[src/sv/sfr_pkg.sv]
// ----------------------------------------------------------------------------
// sfr_pkg
// Shared types and constants of the serial frame receiver.
// ----------------------------------------------------------------------------
package sfr_pkg;

  localparam int unsigned WIN_LEN     = 7;
  localparam int unsigned CFG_IDX_W   = 2;
  localparam int unsigned CFG_DATA_W  = 17;
  localparam int unsigned LEN_W       = 17;
  localparam int unsigned QUEUE_DEPTH = 4;
  localparam int unsigned QPTR_W      = $clog2(QUEUE_DEPTH);
  localparam int unsigned QCNT_W      = $clog2(QUEUE_DEPTH + 1);

  localparam logic [7:0] HANDSHAKE_TYPE = 8'h01;

  // Configuration register indexes
  localparam logic [CFG_IDX_W-1:0] REG_RX_ENABLE     = 2'd0;
  localparam logic [CFG_IDX_W-1:0] REG_HEADER_BYTE   = 2'd1;
  localparam logic [CFG_IDX_W-1:0] REG_USER_ID_BYTE  = 2'd2;
  localparam logic [CFG_IDX_W-1:0] REG_MAX_FRAME_LEN = 2'd3;

  // Result kinds
  localparam logic KIND_PAYLOAD = 1'b0;
  localparam logic KIND_VERDICT = 1'b1;

  // One classified transaction passed from the parser to the result stage
  typedef struct packed {
    logic        kind;
    logic [7:0]  data;
    logic [7:0]  sum;
    logic [7:0]  ftype;
    logic [15:0] fid;
    logic [15:0] flen;
  } entry_t;

endpackage

[src/sv/serial_frame_receiver_top.sv]
// ----------------------------------------------------------------------------
// serial_frame_receiver_top
// Byte-serial frame parser with header search, length check and checksum.
//
//   channel   direction  handshake                   payload
//   input     in         push / full                 rx_byte_i
//   result    out        empty / pop                 result_kind_o .. handshake_request_o
//   config    in         cfg_valid_i / cfg_ready_o   cfg_index_i, cfg_data_i
//
// One byte is accepted per cycle while full is low; the parser updates its window
// and frame state in the accepting cycle, so throughput is one byte per clock.
// The queue is written at the edge that accepts the byte, and the result passes
// from the queue through the output register to the outputs. The four-entry queue plus
// output register absorb result stalls; full rises only when the queue is full.
// Reset clears all control state; no clearing pass is needed.
// ----------------------------------------------------------------------------
module serial_frame_receiver_top (
  input  logic                            clk_i,
  input  logic                            rst_ni,
  input  logic                            push,
  output logic                            full,
  input  logic [7:0]                      rx_byte_i,
  output logic                            empty,
  input  logic                            pop,
  output logic                            result_kind_o,
  output logic [7:0]                      data_byte_o,
  output logic                            frame_ok_o,
  output logic [7:0]                      frame_type_o,
  output logic [15:0]                     frame_id_o,
  output logic [15:0]                     payload_length_o,
  output logic                            handshake_request_o,
  input  logic                            cfg_valid_i,
  output logic                            cfg_ready_o,
  input  logic [sfr_pkg::CFG_IDX_W-1:0]   cfg_index_i,
  input  logic [sfr_pkg::CFG_DATA_W-1:0]  cfg_data_i
);

  sfr_pkg::entry_t front_entry;
  sfr_pkg::entry_t q_entry;
  logic            front_push;
  logic            q_full;
  logic            q_valid;
  logic            q_pop;
  logic            byte_take;

  assign cfg_ready_o = 1'b1;
  assign full        = q_full;
  assign byte_take   = push && !q_full;

  sfr_front u_front (
    .clk_i        (clk_i),
    .rst_ni       (rst_ni),
    .cfg_we_i     (cfg_valid_i && cfg_ready_o),
    .cfg_index_i  (cfg_index_i),
    .cfg_data_i   (cfg_data_i),
    .byte_valid_i (byte_take),
    .byte_i       (rx_byte_i),
    .entry_push_o (front_push),
    .entry_o      (front_entry)
  );

  sfr_queue u_queue (
    .clk_i       (clk_i),
    .rst_ni      (rst_ni),
    .push_i      (front_push),
    .push_data_i (front_entry),
    .full_o      (q_full),
    .pop_i       (q_pop),
    .valid_o     (q_valid),
    .pop_data_o  (q_entry)
  );

  sfr_back u_back (
    .clk_i               (clk_i),
    .rst_ni              (rst_ni),
    .q_valid_i           (q_valid),
    .q_data_i            (q_entry),
    .q_pop_o             (q_pop),
    .empty               (empty),
    .pop                 (pop),
    .result_kind_o       (result_kind_o),
    .data_byte_o         (data_byte_o),
    .frame_ok_o          (frame_ok_o),
    .frame_type_o        (frame_type_o),
    .frame_id_o          (frame_id_o),
    .payload_length_o    (payload_length_o),
    .handshake_request_o (handshake_request_o)
  );

endmodule

[src/sv/sfr_front.sv]
// ----------------------------------------------------------------------------
// sfr_front
// Byte parser: header window search, frame tracking and classification.
// ----------------------------------------------------------------------------
module sfr_front (
  input  logic                            clk_i,
  input  logic                            rst_ni,
  input  logic                            cfg_we_i,
  input  logic [sfr_pkg::CFG_IDX_W-1:0]   cfg_index_i,
  input  logic [sfr_pkg::CFG_DATA_W-1:0]  cfg_data_i,
  input  logic                            byte_valid_i,
  input  logic [7:0]                      byte_i,
  output logic                            entry_push_o,
  output sfr_pkg::entry_t                 entry_o
);

  // Configuration registers
  logic                        rx_enable_q;
  logic [7:0]                  header_byte_q;
  logic [7:0]                  user_id_byte_q;
  logic [sfr_pkg::LEN_W-1:0]   max_frame_len_q;

  // Parser state
  logic [7:0]                  win_q [sfr_pkg::WIN_LEN];
  logic [7:0]                  win_d [sfr_pkg::WIN_LEN];
  logic [2:0]                  fill_q, fill_d;
  logic                        in_frame_q, in_frame_d;
  logic [sfr_pkg::LEN_W-1:0]   seen_q, seen_d;
  logic [sfr_pkg::LEN_W-1:0]   expected_q, expected_d;
  logic [7:0]                  sum_q, sum_d;

  logic [7:0]                  win_n [sfr_pkg::WIN_LEN];
  logic [2:0]                  wr_idx;
  logic [2:0]                  fill_n;
  logic [15:0]                 rep_len;
  logic [sfr_pkg::LEN_W-1:0]   total;
  logic [sfr_pkg::LEN_W-1:0]   seen_inc;
  logic [7:0]                  win_sum;
  logic                        hdr_ok;
  logic                        take;

  assign take = byte_valid_i && rx_enable_q;

  // Place the new byte into the window
  always_comb begin
    wr_idx = (fill_q >= 3'(sfr_pkg::WIN_LEN)) ? 3'(sfr_pkg::WIN_LEN - 1) : fill_q;
    fill_n = wr_idx + 3'd1;
    for (int i = 0; i < sfr_pkg::WIN_LEN; i++) begin
      win_n[i] = (wr_idx == 3'(i)) ? byte_i : win_q[i];
    end
  end

  // Check the full window
  always_comb begin
    rep_len = {win_n[4], win_n[3]};
    total   = sfr_pkg::LEN_W'(rep_len) + sfr_pkg::LEN_W'(8);
    hdr_ok  = (win_n[0] == header_byte_q) && (win_n[1] == user_id_byte_q) &&
              (total <= max_frame_len_q);
    win_sum = 8'h00;
    for (int i = 0; i < sfr_pkg::WIN_LEN; i++) begin
      win_sum = win_sum + win_n[i];
    end
    seen_inc = seen_q + sfr_pkg::LEN_W'(1);
  end

  // Advance the parser state and classify the byte
  always_comb begin
    win_d        = win_q;
    fill_d       = fill_q;
    in_frame_d   = in_frame_q;
    seen_d       = seen_q;
    expected_d   = expected_q;
    sum_d        = sum_q;
    entry_push_o = 1'b0;
    entry_o.kind  = sfr_pkg::KIND_PAYLOAD;
    entry_o.data  = byte_i;
    entry_o.sum   = sum_q;
    entry_o.ftype = win_q[2];
    entry_o.fid   = {win_q[6], win_q[5]};
    entry_o.flen  = {win_q[4], win_q[3]};
    if (take) begin
      if (!in_frame_q) begin
        win_d  = win_n;
        fill_d = fill_n;
        if (fill_n == 3'(sfr_pkg::WIN_LEN)) begin
          if (!hdr_ok) begin
            // drop the oldest byte
            for (int i = 0; i < sfr_pkg::WIN_LEN - 1; i++) begin
              win_d[i] = win_n[i+1];
            end
            win_d[sfr_pkg::WIN_LEN-1] = 8'h00;
            fill_d = 3'(sfr_pkg::WIN_LEN - 1);
          end else begin
            in_frame_d = 1'b1;
            seen_d     = sfr_pkg::LEN_W'(sfr_pkg::WIN_LEN);
            expected_d = total;
            sum_d      = win_sum;
          end
        end
      end else if (seen_inc < expected_q) begin
        entry_push_o = 1'b1;
        sum_d        = sum_q + byte_i;
        seen_d       = seen_inc;
      end else begin
        entry_push_o = 1'b1;
        entry_o.kind = sfr_pkg::KIND_VERDICT;
        in_frame_d   = 1'b0;
        fill_d       = 3'd0;
        seen_d       = '0;
        expected_d   = '0;
        sum_d        = 8'h00;
      end
    end
  end

  // Hold configuration and control state
  always_ff @(posedge clk_i or negedge rst_ni) begin
    if (!rst_ni) begin
      rx_enable_q     <= 1'b1;
      header_byte_q   <= 8'd165;
      user_id_byte_q  <= 8'd1;
      max_frame_len_q <= sfr_pkg::LEN_W'(4096);
      fill_q          <= 3'd0;
      in_frame_q      <= 1'b0;
      seen_q          <= '0;
      expected_q      <= '0;
      sum_q           <= 8'h00;
    end else begin
      fill_q     <= fill_d;
      in_frame_q <= in_frame_d;
      seen_q     <= seen_d;
      expected_q <= expected_d;
      sum_q      <= sum_d;
      if (cfg_we_i) begin
        case (cfg_index_i)
          sfr_pkg::REG_RX_ENABLE:     rx_enable_q     <= cfg_data_i[0];
          sfr_pkg::REG_HEADER_BYTE:   header_byte_q   <= cfg_data_i[7:0];
          sfr_pkg::REG_USER_ID_BYTE:  user_id_byte_q  <= cfg_data_i[7:0];
          sfr_pkg::REG_MAX_FRAME_LEN: max_frame_len_q <= cfg_data_i[sfr_pkg::LEN_W-1:0];
          default: begin
          end
        endcase
      end
    end
  end

  // Window bytes are payload; fill count decides what is valid
  always_ff @(posedge clk_i) begin
    win_q <= win_d;
  end

endmodule

[src/sv/sfr_queue.sv]
// ----------------------------------------------------------------------------
// sfr_queue
// Short queue of classified transactions between parser and result stage.
// ----------------------------------------------------------------------------
module sfr_queue (
  input  logic             clk_i,
  input  logic             rst_ni,
  input  logic             push_i,
  input  sfr_pkg::entry_t  push_data_i,
  output logic             full_o,
  input  logic             pop_i,
  output logic             valid_o,
  output sfr_pkg::entry_t  pop_data_o
);

  sfr_pkg::entry_t              mem_q [sfr_pkg::QUEUE_DEPTH];
  logic [sfr_pkg::QPTR_W-1:0]   wptr_q, rptr_q;
  logic [sfr_pkg::QCNT_W-1:0]   count_q;
  logic                         do_push, do_pop;

  assign full_o     = (count_q == sfr_pkg::QCNT_W'(sfr_pkg::QUEUE_DEPTH));
  assign valid_o    = (count_q != '0);
  assign pop_data_o = mem_q[rptr_q];
  assign do_push    = push_i && !full_o;
  assign do_pop     = pop_i && valid_o;

  // Advance pointers and occupancy
  always_ff @(posedge clk_i or negedge rst_ni) begin
    if (!rst_ni) begin
      wptr_q  <= '0;
      rptr_q  <= '0;
      count_q <= '0;
    end else begin
      if (do_push) wptr_q <= wptr_q + sfr_pkg::QPTR_W'(1);
      if (do_pop)  rptr_q <= rptr_q + sfr_pkg::QPTR_W'(1);
      case ({do_push, do_pop})
        2'b10:   count_q <= count_q + sfr_pkg::QCNT_W'(1);
        2'b01:   count_q <= count_q - sfr_pkg::QCNT_W'(1);
        default: count_q <= count_q;
      endcase
    end
  end

  // Store the pushed transaction
  always_ff @(posedge clk_i) begin
    if (do_push) mem_q[wptr_q] <= push_data_i;
  end

`ifndef SYNTHESIS
  a_count_bound: assert property (@(posedge clk_i) disable iff (!rst_ni)
    count_q <= sfr_pkg::QCNT_W'(sfr_pkg::QUEUE_DEPTH))
    else $error("queue occupancy beyond depth");
  a_count_track: assert property (@(posedge clk_i) disable iff (!rst_ni)
    (do_push && !do_pop) |=> (count_q == $past(count_q) + sfr_pkg::QCNT_W'(1)))
    else $error("queue occupancy did not follow push");
`endif

endmodule

[src/sv/sfr_back.sv]
// ----------------------------------------------------------------------------
// sfr_back
// Result stage: checksum verdict, field formatting and output register.
// ----------------------------------------------------------------------------
module sfr_back (
  input  logic             clk_i,
  input  logic             rst_ni,
  input  logic             q_valid_i,
  input  sfr_pkg::entry_t  q_data_i,
  output logic             q_pop_o,
  output logic             empty,
  input  logic             pop,
  output logic             result_kind_o,
  output logic [7:0]       data_byte_o,
  output logic             frame_ok_o,
  output logic [7:0]       frame_type_o,
  output logic [15:0]      frame_id_o,
  output logic [15:0]      payload_length_o,
  output logic             handshake_request_o
);

  logic valid_q;
  logic load;
  logic ok;
  logic [7:0] want;

  assign empty   = !valid_q;
  assign load    = q_valid_i && (!valid_q || pop);
  assign q_pop_o = load;
  assign want    = 8'h00 - q_data_i.sum;
  assign ok      = (q_data_i.kind == sfr_pkg::KIND_VERDICT) && (q_data_i.data == want);

  // Hold the output valid flag
  always_ff @(posedge clk_i or negedge rst_ni) begin
    if (!rst_ni) begin
      valid_q <= 1'b0;
    end else if (load) begin
      valid_q <= 1'b1;
    end else if (pop) begin
      valid_q <= 1'b0;
    end
  end

  // Format the result fields
  always_ff @(posedge clk_i) begin
    if (load) begin
      result_kind_o       <= q_data_i.kind;
      data_byte_o         <= (q_data_i.kind == sfr_pkg::KIND_VERDICT) ? 8'h00 : q_data_i.data;
      frame_ok_o          <= ok;
      frame_type_o        <= q_data_i.ftype;
      frame_id_o          <= q_data_i.fid;
      payload_length_o    <= q_data_i.flen;
      handshake_request_o <= ok && (q_data_i.ftype == sfr_pkg::HANDSHAKE_TYPE);
    end
  end

`ifndef SYNTHESIS
  a_verdict_zero_data: assert property (@(posedge clk_i) disable iff (!rst_ni)
    (!empty && result_kind_o == sfr_pkg::KIND_VERDICT) |-> (data_byte_o == 8'h00))
    else $error("verdict carries a data byte");
  a_handshake_needs_ok: assert property (@(posedge clk_i) disable iff (!rst_ni)
    (!empty && handshake_request_o) |-> (frame_ok_o &&
      result_kind_o == sfr_pkg::KIND_VERDICT))
    else $error("handshake flagged on a bad frame");
`endif

endmodule

[config.mk]
export PLATFORM = sky130hd
export DESIGN_NAME = serial_frame_receiver_top
export DESIGN_NICKNAME = d
export VERILOG_FILES = /design/src/sv/sfr_pkg.sv /design/src/sv/serial_frame_receiver_top.sv /design/src/sv/sfr_front.sv /design/src/sv/sfr_queue.sv /design/src/sv/sfr_back.sv
export SDC_FILE = /design/constraint.sdc
export NUM_CORES = 1
export LEC_CHECK = 0
export ABC_AREA = 1
export BUFFER_PORTS_ARGS = -buffer_cell sky130_fd_sc_hd__buf_4
export CORE_AREA = 2 2 184 223
export DETAILED_ROUTE_END_ITERATION = 10
export DIE_AREA = 0 0 186 225
export PLACE_DENSITY_LB_ADDON = 0.2
export SLEW_MARGIN = 20
export SYNTH_ARGS = -nofsm -noshare
export SYNTH_HDL_FRONTEND = slang
export SYNTH_HIERARCHICAL = 1
export SYNTH_SLANG_ARGS = --single-unit
[constraint.sdc]
create_clock -name clk_i -period 5.05 [get_ports clk_i]
set_clock_uncertainty 0.1 [all_clocks]
set_input_delay 0.2525 -clock clk_i [delete_from_list [all_inputs] [get_ports clk_i]]
set_output_delay 0.2525 -clock clk_i [all_outputs]
set_load 0.03 [all_outputs]
; ---- Word level (Yosys, flattened, before mapping)
; Memories as Yosys holds them, arrays and structs flattened.
; Cells that the tools add are included.
; W data, S select, Z words.
[word_totals]
register_bits = 195
ram_bits = 228
inputBits = 32
out_inout_bits = 54
wordCells = 132
memories = 1
[memory_table]
columns = name, depth, width, rd, rd_clocked_by_memory_dff, wr, line_no
row1 = u_queue.mem_q, 4, 57, 1, 0, 1, sfr_queue.sv:16  ; sfr_pkg::entry_t mem_q [sfr_pkg::QUEUE_DEPTH];
[op_classes]
n_addsub = 15
n_lt_le_gt_ge = 3
n_eq_ne = 18
muxes = 40
bitwise_logic = 1
reduce_logical = 27
[ops]
columns = operator, count
row1 = $mux W17, 8
row2 = $mux W56, 2
row3 = $mux W8, 11
row4 = $add A8 B8 Y8, 7
row5 = $eq A8 B8 Y1, 3
row6 = $add A16 B4 Y17 const B, 1
row7 = $add A17 B1 Y17 const B, 1
row8 = $le A17 B17 Y1, 1
row9 = $lt A17 B17 Y1, 1
row10 = $eq A3 B3 Y1 const B, 5
row11 = $mux W3, 5
row12 = $mux W1, 13
row13 = $reduce_and A2 Y1, 6
row14 = $logic_and A1 B1 Y1, 9
row15 = $eq A8 B1 Y1 const B, 1
row16 = $reduce_bool A2 Y1, 4
row17 = $sub A1 B8 Y8 const A, 1
row18 = $add A3 B1 Y3 const B, 2
row19 = $eq A2 B2 Y1 const B, 3
row20 = $eq A3 B2 Y1 const B, 2
row21 = $pmux W3 S2, 1
row22 = $add A2 B1 Y2 const B, 2
row23 = $eq A2 B1 Y1 const B, 2
row24 = $reduce_and A4 Y1, 1
row25 = other kinds (11), 12

; ---- Depth between registers and ports, before layout
[logic_depth]
word_depth = 13
ltp_mapped = 31

; ---- Hierarchy
; The synthesis kept the hierarchy.
[by_module_without_submodules]
columns = module, n_inst, cells_per_inst, area_per_inst_um2, seq_area_each_um2
row1 = sfr_front, 1, 1407, 10403.7, 3692.3
row2 = sfr_queue, 1, 726, 9615.5, 7021.7
row3 = sfr_back, 1, 145, 1974.4, 1556.5
row4 = serial_frame_receiver_top, 1, 4, 21.3, 0.0

; ---- Least setup slack after synthesis
; No wires, ideal clock.
[synth_path]
path_kind = reg2reg
start = register u_front.fill_q[2]
end = register u_front.sum_q[7]
arrival_time_ns = 5.190
required_ns = 4.834
setup_slack_ns = -0.356
stages_incl_launch_ff = 31
path_cell_list = dfrtp_1 nand2_1 clkinv_1 nor2_1 ha_1 buf_2 nand2_1 clkbuf_1 nand2_1 o21ai_0 fa_1 inv_1 fa_1 inv_1 fa_1 fa_1 inv_1 ha_1 inv_1 nor3_1 nand2_1 nand3_1 inv_1 nand2_1 nand2_1 inv_1 nand2_1 nand3_1 nand2_1 nand2_1 nand2_1
[synth_via]
elab_chain_cells = 13
word_cells_on_any_way = 36
classes_between = add/sub (8) / order compare (2) / eq/ne (9) / mux (11) / reduce/logical (6)
[synth_lines]
columns = item, line_no
row1 = "start, declared", sfr_front.sv:26  ; logic [2:0] fill_q, fill_d;
row2 = "start signal, assigned", sfr_front.sv:129  ; fill_q <= fill_d;
row3 = $ge A3 B3 Y1, sfr_front.sv:46  ; wr_idx = (fill_q >= 3'(sfr_pkg::WIN_LEN)) ? 3'(sfr_pkg::WIN_LEN - 1) : fill_q;
row4 = $mux W3 *, sfr_front.sv:46
row5 = $eq A3 B1 Y1 / $logic_not A3 Y1 (equally long branches), sfr_front.sv:49  ; win_n[i] = (wr_idx == 3'(i)) ? byte_i : win_q[i];
row6 = $mux W8, sfr_front.sv:49
row7 = $add A8 B8 Y8 (6 in series), sfr_front.sv:61  ; win_sum = win_sum + win_n[i];
row8 = $mux W8, sfr_front.sv:86  ; if (!hdr_ok) begin
row9 = $mux W8, sfr_front.sv:85  ; if (fill_n == 3'(sfr_pkg::WIN_LEN)) begin
row10 = $mux W8, sfr_front.sv:82  ; if (!in_frame_q) begin
row11 = "end signal, assigned", sfr_front.sv:133  ; sum_q <= sum_d;
row12 = "end, declared", sfr_front.sv:30  ; logic [7:0] sum_q, sum_d;
; Mark *: on every way between the ends. The rest lies on a longest branch, timed or not. The select of a mux whose other input is x is not followed.
; A chain may end at the register's enable or synchronous reset.

; ---- Final worst setup path
; Ends and elaborated chain as after synthesis.

==> flow_summary_export.csv <==
group,metric,value,unit
run_status,status,"finished, final reports clean",
worst_setup_path,end_kind,"register",
global_route,globalRouteOverflowTotal,0,
clocking,clockBufferDepth,3,
cells_and_area,finalNetCount,2528,
global_route,grt_pass1_wl,81.3,mm
clocking,root_buffer,"clkbuf_16",
route,via_per_inst,5.28,
hold_path,worstHoldStart,"rx_byte_i[6]",
hold_path,worstHoldEndpoint,"u_queue/mem_q[0][54]$_DFFE_PP_",
cells_and_area,seq_area,0.0123,mm2
timing,hold_viol,0,
timing,worst_pin_slew,1080,ps
floorplanning,start_util,0.557,
clocking,h-tree-depth,2,
timing,min_period,4930,ps
floorplanning,fp.dieW,186,um
route,drc_errors,0,
floorplanning,die_y,225,um
yosys,ys_ff_latch,423,
worst_setup_path,rrSetupSlack,120,ps
yosys,ys_seq_area_frac,0.557,
route,drt-pass1-iter-count,7,
clocking,cts_sinks,423,
worst_setup_path,slowest_delay,550,ps
yosys,ys_types,42,
hold_path,whs_path_depth,2,
worst_setup_path,reg2reg_depth,29,
timing,finalWorstSetupSlack,124,ps
yosys,syn-instance-count,2282,
floorplanning,coreArea,0.0395,mm2
yosys,synth.avg_cell_area,9.65,um2
cells_and_area,area_delta_synth_final,14.6,%
yosys,syn_area,0.0220,mm2
global_route,grt_pass1_vias,15152,
cells_and_area,fin_util,0.638,
floorplanning,ios,86,
timing,final.period_utilization,0.975,
worst_setup_path,critPathLaunchType,"register",
place,place_ws,-74.6,ps
worst_setup_path,worstReg2RegStart,"u_front/fill_q[2]$_DFFE_PN0P_",
clocking,clkTransAtPathRegs,60,ps
global_route,grt.total_usage,0.255,
yosys,ys_warn_count,6,
hold_path,min-delay-path-class,"in2reg",
run,drv_cap,0,
route,num_vias,15661,
place,hpwl,36.3,mm
worst_setup_path,worst_ep_required_time,5390,ps
floorplanning,dieArea,0.0419,mm2
floorplanning,row_count,80,
yosys,syn-num-nets,2410,
timing,slew_viol_final,0,
clocking,cts_buffers,43,
worst_setup_path,critPathArrivalTime,5270,ps
global_route,grt_start_max_net_pins,120,
global_route,antenna_found_initial,1,
route,routedWlPerCell,17.6,um
clocking,insertion_delay,550,ps
timing,fin_tns_setup,0,ps
clocking,cts_tree,"yes",
worst_setup_path,path_class,"reg2reg",
worst_setup_path,cp_slowest_cell,"fa_1",
timing,finalSetupViolCount,0,
route,drt_iter0_markers,1236,
timing,rsz0062_at_grt,"yes",
cells_and_area,nFillCells,3209,
route,antenna_left,0,
worst_setup_path,rr_endpoint,"u_front/sum_q[7]$_DFFE_PN0P_",
cells_and_area,diodes,0,
place,gp_congestion,0.968,
timing,fmax,0.203,GHz
cells_and_area,drive_gt1_frac,0.150,
timing,fin_hold_ws,53.0,ps
place,portBuffers,84,
route,wl,52.3,mm
worst_setup_path,cp_max_fo,6,
timing,max_slew_margin,0.281,
cells_and_area,multiInputGateArea,0.00774,mm2
==> synth_stat cells <==
master / count / area (um2)
buf_2: 12 / 60.1
and2_1: 1 / 6.26
nand4_1: 12 / 75.1
a21oi_1: 49 / 245
ha_1: 62 / 776
nor4_2: 1 / 12.5
buf_6: 32 / 360
clkinv_1: 2 / 7.51
nor3_1: 3 / 15.0
nor4_1: 3 / 18.8
conb_1: 1 / 3.75
o211ai_1: 109 / 818
edfxtp_1: 335 / 10100
dfrtp_1: 81 / 2030
nor2_4: 1 / 11.3
o21ai_2: 1 / 8.76
o21ai_0: 81 / 405
nand2_1: 659 / 2470
or3_1: 1 / 6.26
xor2_1: 18 / 158
a21o_1: 1 / 7.51
nand3_1: 125 / 626
a21oi_2: 2 / 17.5
a31oi_1: 1 / 6.26
o21ai_1: 17 / 85.1
dfstp_2: 7 / 184
nand3_2: 5 / 50.1
nor2_1: 100 / 375
nand2_2: 6 / 37.5
o21a_1: 9 / 67.6
o22ai_1: 13 / 81.3
clkbuf_1: 19 / 71.3
inv_1: 380 / 1430
o21bai_1: 5 / 37.5
nor2_2: 4 / 25.0
fa_1: 34 / 681
xnor2_1: 8 / 70.1
o211ai_2: 6 / 75.1
nand3b_1: 3 / 22.5
or2_2: 1 / 6.26
buf_4: 65 / 488
inv_2: 7 / 26.3
==> cells in the final DEF, fill, tap and decap left out, drive strengths merged, types with 3 or more instances in the layout <==
master         n
nand2        665
inv          389
edfxtp       335
buf          173
nand3        130
o211ai       115
nor2         105
o21ai         99
dfrtp         81
ha            62
a21oi         51
clkbuf        51
fa            34
dlygate4sd3   28
clkinv        19
xor2          18
o22ai         13
nand4         12
o21a           9
xnor2          8
dfstp          7
bufinv         6
o21bai         5
nor4           4
nand3b         3
nor3           3
==> through the flow <==
| stage | instance area, um2 | instances |
|---|---|---|
| after global placement | 23100 | 2854 |
| after CTS | 24800 | 2958 |
| final | 25200 | 2964 |
| after floorplan | 22000 | 2282 |
| after detailed placement | 23100 | 2854 |
| after global routing | 25200 | 2964 |
==> state kept, by name, summed over array words and instances, names as in the netlist, 16 cells and up <==
signal	cells
u_front/win_q	16
u_back/frame_id_o	16
u_front/max_frame_len_q	17
u_front/entry_o	40
u_front/seen_q	17
u_back/payload_length_o	16
u_front/expected_q	17
u_queue/mem_q	228
==> cell type report <==
cell class / count / area share
well taps: 533 / 0.0264
flip-flops and latches: 423 / 0.487
repair buffers: 201 / 0.0650
clock buffers: 51 / 0.0451
clock inverters: 25 / 0.0116
multi-input cells: 1342 / 0.307
inverters: 389 / 0.0583
==> layer usage <==
layer / up-vias / wire length, um / GRT usage
li1: 7632 / - / -
met2: 439 / 26000 / 0.442
met4: 0 / 1780 / 0.0879
met1: 7491 / 21700 / 0.331
met5: - / 0 / 0
met3: 99 / 2830 / 0.0322
==> critical path: cells and delay by family, from the launching register on <==
| family | cells | cell delay, ps |
|---|---|---|
| and+or+nand+nor | 14 | 1130 |
| DFF | 1 | 400 |
| adders and majority gates | 7 | 2670 |
| buffers and inverters | 7 | 420 |
| AOI/OAI and AO/OA | 1 | 80 |
==> worst max-delay path by stage <==
stage	cells after the start	end	startpoint
6_report	29	u_front/sum_q[7]$_DFFE_PN0P_	u_front/fill_q[2]$_DFFE_PN0P_
5_1_grt	29	u_front/sum_q[7]$_DFFE_PN0P_	u_front/fill_q[2]$_DFFE_PN0P_
4_1_cts	28	u_front/sum_q[7]$_DFFE_PN0P_	u_front/fill_q[2]$_DFFE_PN0P_
3_5_place_dp	29	u_front/sum_q[7]$_DFFE_PN0P_	u_front/fill_q[2]$_DFFE_PN0P_
3_3_place_gp	27	u_front/sum_q[7]$_DFFE_PN0P_	u_front/fill_q[1]$_DFFE_PN0P_
2_1_floorplan	30	u_front/sum_q[7]$_DFFE_PN0P_	u_front/fill_q[2]$_DFFE_PN0P_
==> timing repair <==
action                                  CTS  global route
setup buffers                             0             6
endpoints found under the setup margin    4            91
hold buffers                             28             0
resized for setup                         5            94
endpoints found under the hold margin    88             0
pin swaps                                 0            37
==> cell families (layout without fill, tap and decap cells) <==
logic type,count (synthesis),count (layout),share of synthesized area
other cells,1,1,0.000170
fa+ha+maj,96,96,0.0662
buf+inv,517,666,0.111
compound gates,294,294,0.0843
flops,423,423,0.557
simple gates,925,925,0.171
xor+xnor,26,26,0.0103
Power is left out: the tool's default activity adds up to more than one toggle a clock period on the data nets, which glitch-free logic cannot reach.
